==> config.mk <==
export PLATFORM = sky130hd
export DESIGN_NAME = eds_csr
export DESIGN_NICKNAME = d
export VERILOG_FILES = /design/src/hdl/eds_pkg.sv /design/src/hdl/eds_csr.sv
export SDC_FILE = /design/constraint.sdc
export NUM_CORES = 1
export LEC_CHECK = 0
export BUFFER_PORTS_ARGS = -buffer_cell sky130_fd_sc_hd__buf_2
export CORE_MARGIN = 1.5
export CORE_UTILIZATION = 40
export CTS_CLUSTER_SIZE = 16
export DETAILED_ROUTE_END_ITERATION = 12
export GPL_TIMING_DRIVEN = 0
export PLACE_DENSITY_LB_ADDON = 0.1
export SYNTH_ARGS = -nofsm -noshare
export SYNTH_HDL_FRONTEND = slang
export SYNTH_SLANG_ARGS = --single-unit
==> constraint.sdc <==
create_clock -name clock -period 2.1 [get_ports clock]
set_input_delay 0.21 -clock clock [delete_from_list [all_inputs] [get_ports clock]]
set_output_delay 0.21 -clock clock [all_outputs]
set_load 0.01 [all_outputs]
==> src/hdl/eds_pkg.sv <==
// shared types, widths and register codes for the diffusion stencil
package eds_pkg;

   localparam int MAX_COLS         = 1024;
   localparam int SAMPLE_BITS      = 16;
   localparam int WEIGHT_FRAC_BITS = 18;

   localparam int COL_BITS   = $clog2(MAX_COLS);
   localparam int XW_BITS    = 18;
   localparam int CW_BITS    = 20;
   localparam int PCOLS_BITS = 11;
   localparam int PROWS_BITS = 16;
   localparam int ROW_BITS   = PROWS_BITS;

   localparam int SUM_BITS = SAMPLE_BITS + 1;
   localparam int PC_BITS  = CW_BITS + SUM_BITS;
   localparam int PX_BITS  = XW_BITS + SUM_BITS;
   localparam int ACC_BITS = PC_BITS + 2;
   localparam int Q_BITS   = ACC_BITS - WEIGHT_FRAC_BITS;

   localparam int CSR_ADDR_BITS = 5;
   localparam int CSR_DATA_BITS = 32;

   localparam logic [CW_BITS-1:0]    CENTER_RESET = CW_BITS'(1 << WEIGHT_FRAC_BITS);
   localparam logic [PCOLS_BITS-1:0] COLS_RESET   = PCOLS_BITS'(1024);
   localparam logic [PROWS_BITS-1:0] ROWS_RESET   = PROWS_BITS'(1024);

   typedef enum logic [2:0] {
      REG_X_WEIGHT      = 3'd0,
      REG_Y_WEIGHT      = 3'd1,
      REG_CENTER_WEIGHT = 3'd2,
      REG_PADDED_COLS   = 3'd3,
      REG_PADDED_ROWS   = 3'd4
   } csr_index_type;

   typedef struct packed {
      logic [XW_BITS-1:0]    x_weight;
      logic [XW_BITS-1:0]    y_weight;
      logic [CW_BITS-1:0]    center_weight;
      logic [PCOLS_BITS-1:0] padded_cols;
      logic [PROWS_BITS-1:0] padded_rows;
   } cfg_type;

endpackage

==> src/hdl/eds_csr.sv <==
// apb register file holding the stencil weights and frame size
module eds_csr (
   input  logic                              clock,
   input  logic                              reset,
   input  logic                              csr_psel,
   input  logic                              csr_penable,
   input  logic                              csr_pwrite,
   input  logic [eds_pkg::CSR_ADDR_BITS-1:0] csr_paddr,
   input  logic [eds_pkg::CSR_DATA_BITS-1:0] csr_pwdata,
   output logic [eds_pkg::CSR_DATA_BITS-1:0] csr_prdata,
   output logic                              csr_pready,
   output eds_pkg::cfg_type                  cfg
);

   eds_pkg::cfg_type       cfg_ff;
   eds_pkg::cfg_type       cfg_in;
   eds_pkg::csr_index_type index;
   logic                   wr_strobe;

   assign index      = eds_pkg::csr_index_type'(csr_paddr[4:2]);
   assign wr_strobe  = csr_psel && csr_penable && csr_pwrite;
   assign csr_pready = 1'b1;

   always_comb begin
      cfg_in = cfg_ff;
      if (wr_strobe) begin
         unique case (index)
            eds_pkg::REG_X_WEIGHT:
               cfg_in.x_weight = csr_pwdata[eds_pkg::XW_BITS-1:0];
            eds_pkg::REG_Y_WEIGHT:
               cfg_in.y_weight = csr_pwdata[eds_pkg::XW_BITS-1:0];
            eds_pkg::REG_CENTER_WEIGHT:
               cfg_in.center_weight = csr_pwdata[eds_pkg::CW_BITS-1:0];
            eds_pkg::REG_PADDED_COLS:
               cfg_in.padded_cols = csr_pwdata[eds_pkg::PCOLS_BITS-1:0];
            eds_pkg::REG_PADDED_ROWS:
               cfg_in.padded_rows = csr_pwdata[eds_pkg::PROWS_BITS-1:0];
            default: cfg_in = cfg_ff;
         endcase
      end
   end

   always_ff @(posedge clock) begin
      if (reset) begin
         cfg_ff.x_weight      <= '0;
         cfg_ff.y_weight      <= '0;
         cfg_ff.center_weight <= eds_pkg::CENTER_RESET;
         cfg_ff.padded_cols   <= eds_pkg::COLS_RESET;
         cfg_ff.padded_rows   <= eds_pkg::ROWS_RESET;
      end else begin
         cfg_ff <= cfg_in;
      end
   end

   always_comb begin
      unique case (index)
         eds_pkg::REG_X_WEIGHT:
            csr_prdata = eds_pkg::CSR_DATA_BITS'(cfg_ff.x_weight);
         eds_pkg::REG_Y_WEIGHT:
            csr_prdata = eds_pkg::CSR_DATA_BITS'(cfg_ff.y_weight);
         eds_pkg::REG_CENTER_WEIGHT:
            csr_prdata = eds_pkg::CSR_DATA_BITS'(cfg_ff.center_weight);
         eds_pkg::REG_PADDED_COLS:
            csr_prdata = eds_pkg::CSR_DATA_BITS'(cfg_ff.padded_cols);
         eds_pkg::REG_PADDED_ROWS:
            csr_prdata = eds_pkg::CSR_DATA_BITS'(cfg_ff.padded_rows);
         default: csr_prdata = '0;
      endcase
   end

   assign cfg = cfg_ff;

endmodule

# Yosys cells after proc, flatten, opt, wreduce, memory -nomap -nowiden
# Cells that the tools add are included.
# W data, S select, Z words.
dict set report classes {
  n_reduce_logical 8
  eq_ne 4
  mux 1
}
# op count
set op_table {}
lappend op_table {{$pmux W20 S5} 1}
lappend op_table {{$reduce_and A2 Y1} 5}
lappend op_table {{$eq A3 B2 Y1 const B} 2}
lappend op_table {{$eq A3 B1 Y1 const B} 1}
lappend op_table {{$eq A3 B3 Y1 const B} 1}
lappend op_table {{$logic_not A3 Y1} 1}
lappend op_table {{$logic_and A1 B1 Y1} 2}
dict set report word_totals {
  register_bits 83
  in_bits 42
}

# Depth between registers and ports, before layout
# Gate-level depths: netlist (run 1).
dict set report depth {
  depth_word 3
  ltp_mapped 7
  mapped_depth_nobuf 3
}

# Worst setup path after synthesis (run 1)
# Ideal clock, no wire load.
dict set report synth_timing {
  path_type {input-to-output}
  start {in csr_paddr[3] in the netlist's numbering}
  end {out csr_prdata[0] in the netlist's numbering}
  setup_slack_ns 0.780
  t_required_ns 1.890
  stages 5
  n_path_buf 2
  t_arrival_ns 1.110
  path_cell_list {buf_2 -> buf_4 -> mux2i_1 -> a2bb2oi_1 -> o21ai_0}
}
dict set report synth_via {
  elab_chain_len 2
}
# item line
set synth_rtl {}
lappend synth_rtl {{start: declaration} eds_csr.sv:8} ;# input logic [eds_pkg::CSR_ADDR_BITS-1:0] csr_paddr,
lappend synth_rtl {{$eq A3 B3 Y1, or another cell as far along} eds_csr.sv:56} ;# unique case (index)
lappend synth_rtl {{$pmux W20 S5 *} eds_csr.sv:56}
lappend synth_rtl {{end: declaration} eds_csr.sv:10} ;# output logic [eds_pkg::CSR_DATA_BITS-1:0] csr_prdata,
# Mark *: on every way between the ends. The rest lies on a longest branch, timed or not.

# Worst setup path in the final report (run 1)
dict set report layout_timing {
  start {in csr_paddr[2] in the netlist's numbering}
  end {out csr_prdata[3] in the netlist's numbering}
}
# The elaborated chain is that of the path after synthesis.

==> results of run 1 <==
cells in the mapped netlist (all sizes together) (8+ instances only):
master,count
buf,29
o21ai,57
nand3,19
mux2i,73
a21o,8
dfxtp,83
clkbuf,22
o22ai,9
nor2b,21
a21oi,19
nor2,8
nand2b,63
final timing paths:
kind | endpoint | start | slack [ns] | cells after the start
worst max-delay path | csr_prdata[3] | csr_paddr[2] | 0.17 | 7
worst min register to register | cfg[18] | cfg[18] | 0.49 | 2
worst min-delay path | cfg[45] | csr_pwdata[18] | 0.11 | 3
worst max register to register | cfg[32] | cfg[32] | 1.30 | 3
critical path, stage by stage:
cell and delay [ns]:
buf_2 0.15, buf_2 0.26, or2_2 0.15, clkbuf_1 0.48
o22ai_1 0.16, a21o_1 0.18, buf_2 0.13
power breakdown:
part           leakage, nW  switching (mW)  total (mW)  internal (mW)
clock network        0.112           0.589        1.37          0.783
logic                 1.78           0.208       0.330          0.122
registers            0.669         0.00933        1.59           1.58
metal layers:
metal  vias to the layer above  part of all wire, %  track usage, %
met5                         -                    0               0
met4                         0                  1.4            7.05
met3                        14                  5.7            3.93
met2                       143                   47            41.4
met1                      1815                   46            33.8
li1                       1844                    -               -
final cells by class:
cell class	count	area [sq um]	area share, %
plain buffers	51	290	5.56
multi-input cells	326	2230	42.8
flip-flops and latches	83	1660	31.8
clock buffers	10	128	2.44
well taps	133	166	3.19
repair buffers	128	641	12.3
clock inverters	5	103	1.96
cells by family after synthesis:
logic type | after synthesis | share of synthesized area [%]
AOI/OAI and AO/OA | 105 | 14.3
buffers and inverters | 51 | 7.01
DFF | 83 | 40.1
muxes | 74 | 17.9
other | 2 | 0.181
and+or+nand+nor | 134 | 20.4
==> metrics.txt, run 1 <==
main area contributors after synthesis dfxtp_1 40%, mux2i_1 18%, nand2b_1 9.5%; crit share post-route 91.7%; Routed Wire Length 13800 microns; CTS max path bufs 2; crit path DAT 1.72 ns; Post-synth EDFFs 0; commonest non-fill, non-tap cells in the layout 135 x buf_2, 83 x dfxtp_1, 73 x mux2i_1; Buffers on Ports 128; filler cell count 973; outcome finished, final reports clean; Syn Std Cell Area 0.00414 sq mm; synth warn 0; GRT Overall Usage 25.1%; Die Wd 105 microns; endpoints failing setup 0; gr ovfl total 0; Initial Util 41.8%; Finished Layout Cells 736; max reg flops 83; crit path max fanout 10; FF+latch count, synth 83; Design Power 3.30 mW; Vias/cell 5.18; largest area contributor in the netlist dfxtp_1; Final WS setup 0.174 ns; Critical Path End Type primary output; antenna violations before repair 0; area post-placement 0.00499 sq mm; Nets 641; DIE HEIGHT 105 microns; Worst Tran Pin Value 0.718 ns; DP Cell Count 721; Util after Layout 52.7%; TritonCTS clock tree done; drt pass-1 iters 5; area grow syn2layout 26.2%; PwrDens 631 mW/mm^2; vias in the first global route 3623; most common cell after layout, fill and taps aside buf_2; Worst setup SP type input port; WL/cell 18.8 microns; path category of the worst min-delay check in -> reg; Clk Latency, worst-skew pair 0.34 ns; root buffer cell clkbuf_8; first-pass GRT wire length 20900 microns; Inserted Clock Buffers 9; Final Hold Vio Count 0; Leak 2.56 nW; sequential area share after synthesis 40.1%; # resized after CTS 0; Crit path required time 1.89 ns; Distinct cells, synth 36; f_max 519 MHz; GP Congestion 0.858; VDD IR max 0.000289 V; FFs w/ async S/R, synth 0%; H-tree depth 3; DRC 0; DRT iter0 DRCs 209; Post-Synthesis Cells 449; post-DP HPWL 9740 microns; Worst Hold Slack 0.109 ns; dpl ws 0.118 ns; vias 3816; Max Cap Violations 0; Yosys top cell area share 40.1%; CP Class in -> out; IO Count 158; total die area 0.0110 sq mm; synthesized area per cell 9.22 sq um; share of cells above drive strength 1 29.4%; Setup Buffers After CTS 0; CTS Hold Bufs 0; row cnt 36; clock sinks 83; Max Transition Viols Final 0; Final Critical Period 1.93 ns; Setup TNS 0 ns; dominant synthesized flop cell dfxtp_1; unrepaired setup endpoints after global routing no; worst rel slew slack 52.1%; cell area after layout 0.00522 sq mm; CTS clock-pin slew for the worst setup and hold paths 0.09 ns; core area 0.00991 sq mm; antenna cells 0; largest net degree at the start of global routing 14; clk_skew 0 ns; antenna viol nets, final 0
(Power assumes the default switching activity.)
==> run 2: changes to the inputs <==
==> constraint.sdc (replaced) <==
create_clock -name clock -period 2.1 [get_ports clock]
set_input_delay 0.42 -clock clock [delete_from_list [all_inputs] [get_ports clock]]
set_output_delay 0.42 -clock clock [all_outputs]
set_load 0.01 [all_outputs]
==> metrics.txt, run 2 (synthesis gave the netlist of run 1 again) <==
Critical Path End Type primary output; drt pass-1 iters 5 (unchanged); post-DP HPWL 9740 microns (unchanged); dpl ws -0.302 ns (-0.420 ns); Worst setup SP type input port; endpoints failing setup 0 (unchanged); crit path DAT 1.60 ns (-0.12 ns); CTS Hold Bufs 0 (unchanged); WL/cell 18.9 microns (+0.61%); area grow syn2layout 27.5%; DP Cell Count 721 (unchanged); GP Congestion 0.858 (unchanged); clock sinks 83 (unchanged); Max Transition Viols Final 0 (unchanged); outcome finished, final reports clean; Vias/cell 5.19 (about the same); largest net degree at the start of global routing 14 (unchanged); VDD IR max 0.000289 V (-0.29%); Max Cap Violations 0 (unchanged); slowest library cell on the worst path mux2i_1; TritonCTS clock tree done; antenna violations before repair 0 (unchanged); filler cell count 968 (-0.51%); unrepaired setup endpoints after global routing no; Die Wd 105 microns (unchanged); Nets 640 (-0.16%); Clk Latency, worst-skew pair 0.34 ns (about the same); Initial Util 41.8% (unchanged); antenna viol nets, final 0 (unchanged); worst rel slew slack 53.5% (+1.4 points); CP Class in -> out; critical path's largest stage delay 0.22 ns (-0.26 ns); vias 3814 (-0.052%); Inserted Clock Buffers 9 (unchanged); commonest non-fill, non-tap cells in the layout 134 x buf_2, 83 x dfxtp_1, 73 x mux2i_1; DRC 0 (unchanged); IO Count 158 (unchanged); Final WS setup 0.0786 ns (-0.0951 ns); DRT iter0 DRCs 204 (-2.4%); total die area 0.0110 sq mm (unchanged); CTS clock-pin slew for the worst setup and hold paths 0.09 ns (about the same); worst path cell trace buf_2, buf_12, buf_6, mux2i_1, o22ai_1, a21o_1, buf_2; antenna cells 0 (unchanged); most frequent CP cell buf_2; DIE HEIGHT 105 microns (unchanged); Routed Wire Length 13900 microns (+0.48%); Final Hold Vio Count 0 (unchanged); core area 0.00991 sq mm (unchanged); share of cells above drive strength 1 30.4% (+1.0 points); Crit path required time 1.68 ns (-0.21 ns); Design Power 3.31 mW (+0.31%); Final Critical Period 2.02 ns (+0.0951 ns); Worst Tran Pin Value 0.697 ns (-0.0212 ns); f_max 495 MHz (-4.7%); Buffers on Ports 128 (unchanged); crit share post-route 96.3% (+4.5 points); hold path start csr_pwdata[18]; Leak 2.59 nW (+1.3%); H-tree depth 3 (unchanged); vias in the first global route 3612 (-0.30%); GRT Overall Usage 25.1% (+0.053 points); Setup TNS 0 ns (unchanged); Finished Layout Cells 735 (-0.14%); root buffer cell clkbuf_8; crit path launch csr_paddr[3]; most common cell after layout, fill and taps aside buf_2; PwrDens 626 mW/mm^2 (-0.74%); R2R Path Start cfg[32]; CTS max path bufs 2 (unchanged); row cnt 36 (unchanged); max reg flops 83 (unchanged); gr ovfl total 0 (unchanged); first-pass GRT wire length 20900 microns (+0.20%); path category of the worst min-delay check in -> reg; clk_skew 0 ns (unchanged); crit path max fanout 10 (unchanged)
## run 2: through the flow
| step | utilization [%] | area, sq um | hold WS (ns) |
|---|---|---|---|
| after detailed placement | 50.3 | 4990 | 0.474 |
| after floorplan | - | 4180 | 0.502 |
| after global placement | 50.3 | 4990 | 0.478 |
| after CTS | 53.0 | 5250 | 0.307 |
| final | 53.3 | 5280 | 0.328 |
| after global routing | 53.3 | 5280 | 0.328 |
## run 2: repair_timing
action | 4_1_cts | 5_1_grt
resized for setup | 10 | 7
endpoints found under the setup margin | 18 | 15
setup buffers | 0 | 2
pin swaps | 0 | 0
## run 2: layout make-up
cell class,instances,area [sq um],area share (%)
multi-input cells,326,2250,42.6
clock inverters,5,103,1.94
clock buffers,10,128,2.42
plain buffers,48,314,5.95
flip-flops and latches,83,1660,31.5
repair buffers,130,656,12.4
well taps,133,166,3.15
## run 2: metal layers
layer,up-vias,GRT usage [%],wire length (microns)
met4,0,6.26,116
met2,160,41.7,6490
met3,14,4.12,964
met1,1801,33.9,6320
li1,1839,-,-
met5,-,0,0
## run 2: power breakdown
group          switching [mW]  total, mW  internal (mW)
registers             0.00931       1.59           1.58
clock network           0.586       1.37          0.783
logic                   0.212      0.344          0.132
total                   0.807       3.31           2.50
## run 2: worst paths after layout
check	endpoint	slack, ns	cells past startpoint
setup / recovery	csr_prdata[9]	0.08	7
hold / removal	cfg[45]	0.33	3
setup reg to reg	cfg[32]	1.29	3
hold reg to reg	cfg[18]	0.49	2
## run 2: worst max-delay path: cells and delay by family
family / cells / cell delay, ns
AO/OA/AOI/OAI: 2 / 0.26
buffers and inverters: 4 / 0.70
multiplexers: 1 / 0.22
==> run 3: changes to the inputs <==
==> constraint.sdc (replaced) <==
create_clock -name clock -period 2.1 [get_ports clock]
set_input_delay 0.42 -clock clock [delete_from_list [all_inputs] [get_ports clock]]
set_output_delay 0.42 -clock clock [all_outputs]
set_load 0.1 [all_outputs]
==> metrics.txt, run 3 (synthesis gave the netlist of run 1 again) <==
GP Congestion 0.848 (-1.2%); dpl ws -0.542 ns (-0.240 ns); CP Class in -> out; Inserted Clock Buffers 9 (unchanged); total die area 0.0110 sq mm (unchanged); Setup TNS -0.0213 ns (-0.0213 ns); most common cell after layout, fill and taps aside buf_2; GRT Overall Usage 25.1% (-0.039 points); vias 3875 (+1.6%); share of cells above drive strength 1 40.9% (+11 points); antenna violations before repair 0 (unchanged); crit path DAT 1.70 ns (+0.10 ns); Nets 643 (+0.47%); WL/cell 19.1 microns (+0.79%); Worst Hold Slack 0.312 ns (-0.0153 ns); CTS max path bufs 2 (unchanged); Buffers on Ports 128 (unchanged); root buffer cell clkbuf_8; path category of the worst min-delay check in -> reg; Critical Path End Type primary output; commonest non-fill, non-tap cells in the layout 112 x buf_2, 73 x mux2i_1, 62 x nand2b_1; Final Critical Period 2.12 ns (+0.0999 ns); Design Power 3.48 mW (+5.4%); largest net degree at the start of global routing 14 (unchanged); post-DP HPWL 9950 microns (+2.1%); CTS Hold Bufs 0 (unchanged); endpoints failing setup 1 (+1); DIE HEIGHT 105 microns (unchanged); first-pass GRT wire length 21100 microns (+0.79%); outcome finished, violations left; clk_skew 0 ns (unchanged); Reg area 0.00173 sq mm (+4.2%); area grow syn2layout 33.8%; gr ovfl total 0 (unchanged); Worst setup SP type input port; Clk Latency, worst-skew pair 0.35 ns (about the same); Max Cap Violations 0 (unchanged); drt pass-1 iters 6 (+1); failing checks negative setup slack; Routed Wire Length 14100 microns (+1.3%); crit share post-route 101% (+4.8 points); CTS clock-pin slew for the worst setup and hold paths 0.09 ns (about the same); PwrDens 629 mW/mm^2 (+0.44%); Util after Layout 55.9% (+2.6 points); filler cell count 943 (-2.6%); Worst Tran Pin Value 0.648 ns (-0.0490 ns); worst rel slew slack 56.8% (+3.3 points); Final WS setup -0.0213 ns (-0.0999 ns); antenna viol nets, final 0 (unchanged); H-tree depth 3 (unchanged); f_max 471 MHz (-4.7%); max reg flops 83 (unchanged); clock sinks 83 (unchanged); antenna cells 0 (unchanged); crit path max fanout 10 (unchanged); Vias/cell 5.24 (+1.0%); IO Count 158 (unchanged); core area 0.00991 sq mm (unchanged); DRT iter0 DRCs 194 (-4.9%); Final Hold Vio Count 0 (unchanged); Initial Util 41.8% (unchanged); VDD IR max 0.000279 V (-3.4%); Leak 2.64 nW (+1.7%); area of the multi-input gates 0.00229 sq mm (+1.9%); Die Wd 105 microns (unchanged); Crit path required time 1.68 ns (about the same); row cnt 36 (unchanged); TritonCTS clock tree done; DRC 0 (unchanged); vias in the first global route 3700 (+2.4%); Max Transition Viols Final 0 (unchanged)
==> run 3: changes by cell type in the layout (fill, tap and decap cells not counted), sizes merged <==
cell    change
clkbuf      +5
bufinv      -2
buf         +2
clkinv      -1
==> run 3: area by class of cell <==
cell class                      instances  area share (%)
Sequential cell                        83            31.3
Buffer                                 49            6.31
Clock inverter                          2           0.678
Multi-Input combinational cell        326            41.4
Clock buffer                           14            3.53
Timing Repair Buffer                  132            13.8
Tap cell                              133            3.01
==> run 3: metal layers <==
| metal | vias to the layer above | global-route usage, % | part of all wire [%] |
|---|---|---|---|
| met1 | 1859 | 32.9 | 45 |
| met5 | - | 0 | 0 |
| met3 | 19 | 4.24 | 6.4 |
| met4 | 0 | 8.81 | 2.0 |
| li1 | 1849 | - | - |
| met2 | 148 | 41.5 | 47 |
==> run 3: stage by stage <==
| step | area (sq um) | cells |
|---|---|---|
| final | 5540 | 739 |
| after global routing | 5540 | 739 |
| after CTS | 5510 | 737 |
| after detailed placement | 5110 | 721 |
| after global placement | 5110 | 721 |
| after floorplan | 4300 | 460 |
==> run 3: power by group <==
group,switching (mW),internal (mW),total (mW)
Combinational,0.419,0.149,0.568
Sequential,0.00929,1.58,1.59
Clock,0.599,0.729,1.33
Total,1.03,2.46,3.48
==> run 3: worst max-delay path, cell delays in order <==
cell and delay, ns:
clkbuf_4 0.17, buf_12 0.16, buf_12 0.16, mux2i_1 0.29, a2bb2oi_2 0.19, nor2_2 0.06
buf_4 0.23
==> run 3: final timing paths <==
kind	startpoint	end	slack (ns)	depth (start not counted)
setup / recovery	csr_paddr[3]	csr_prdata[17]	-0.02	7
hold / removal	csr_pwdata[11]	cfg[76]	0.31	3
setup reg to reg	cfg[31]	cfg[31]	1.32	3
hold reg to reg	cfg[55]	cfg[55]	0.49	2
==> run 3: timing repair <==
action,in CTS,in global routing
endpoints found under the setup margin,20,17
setup buffers,2,2
resized for setup,49,3
pin swaps,1,0
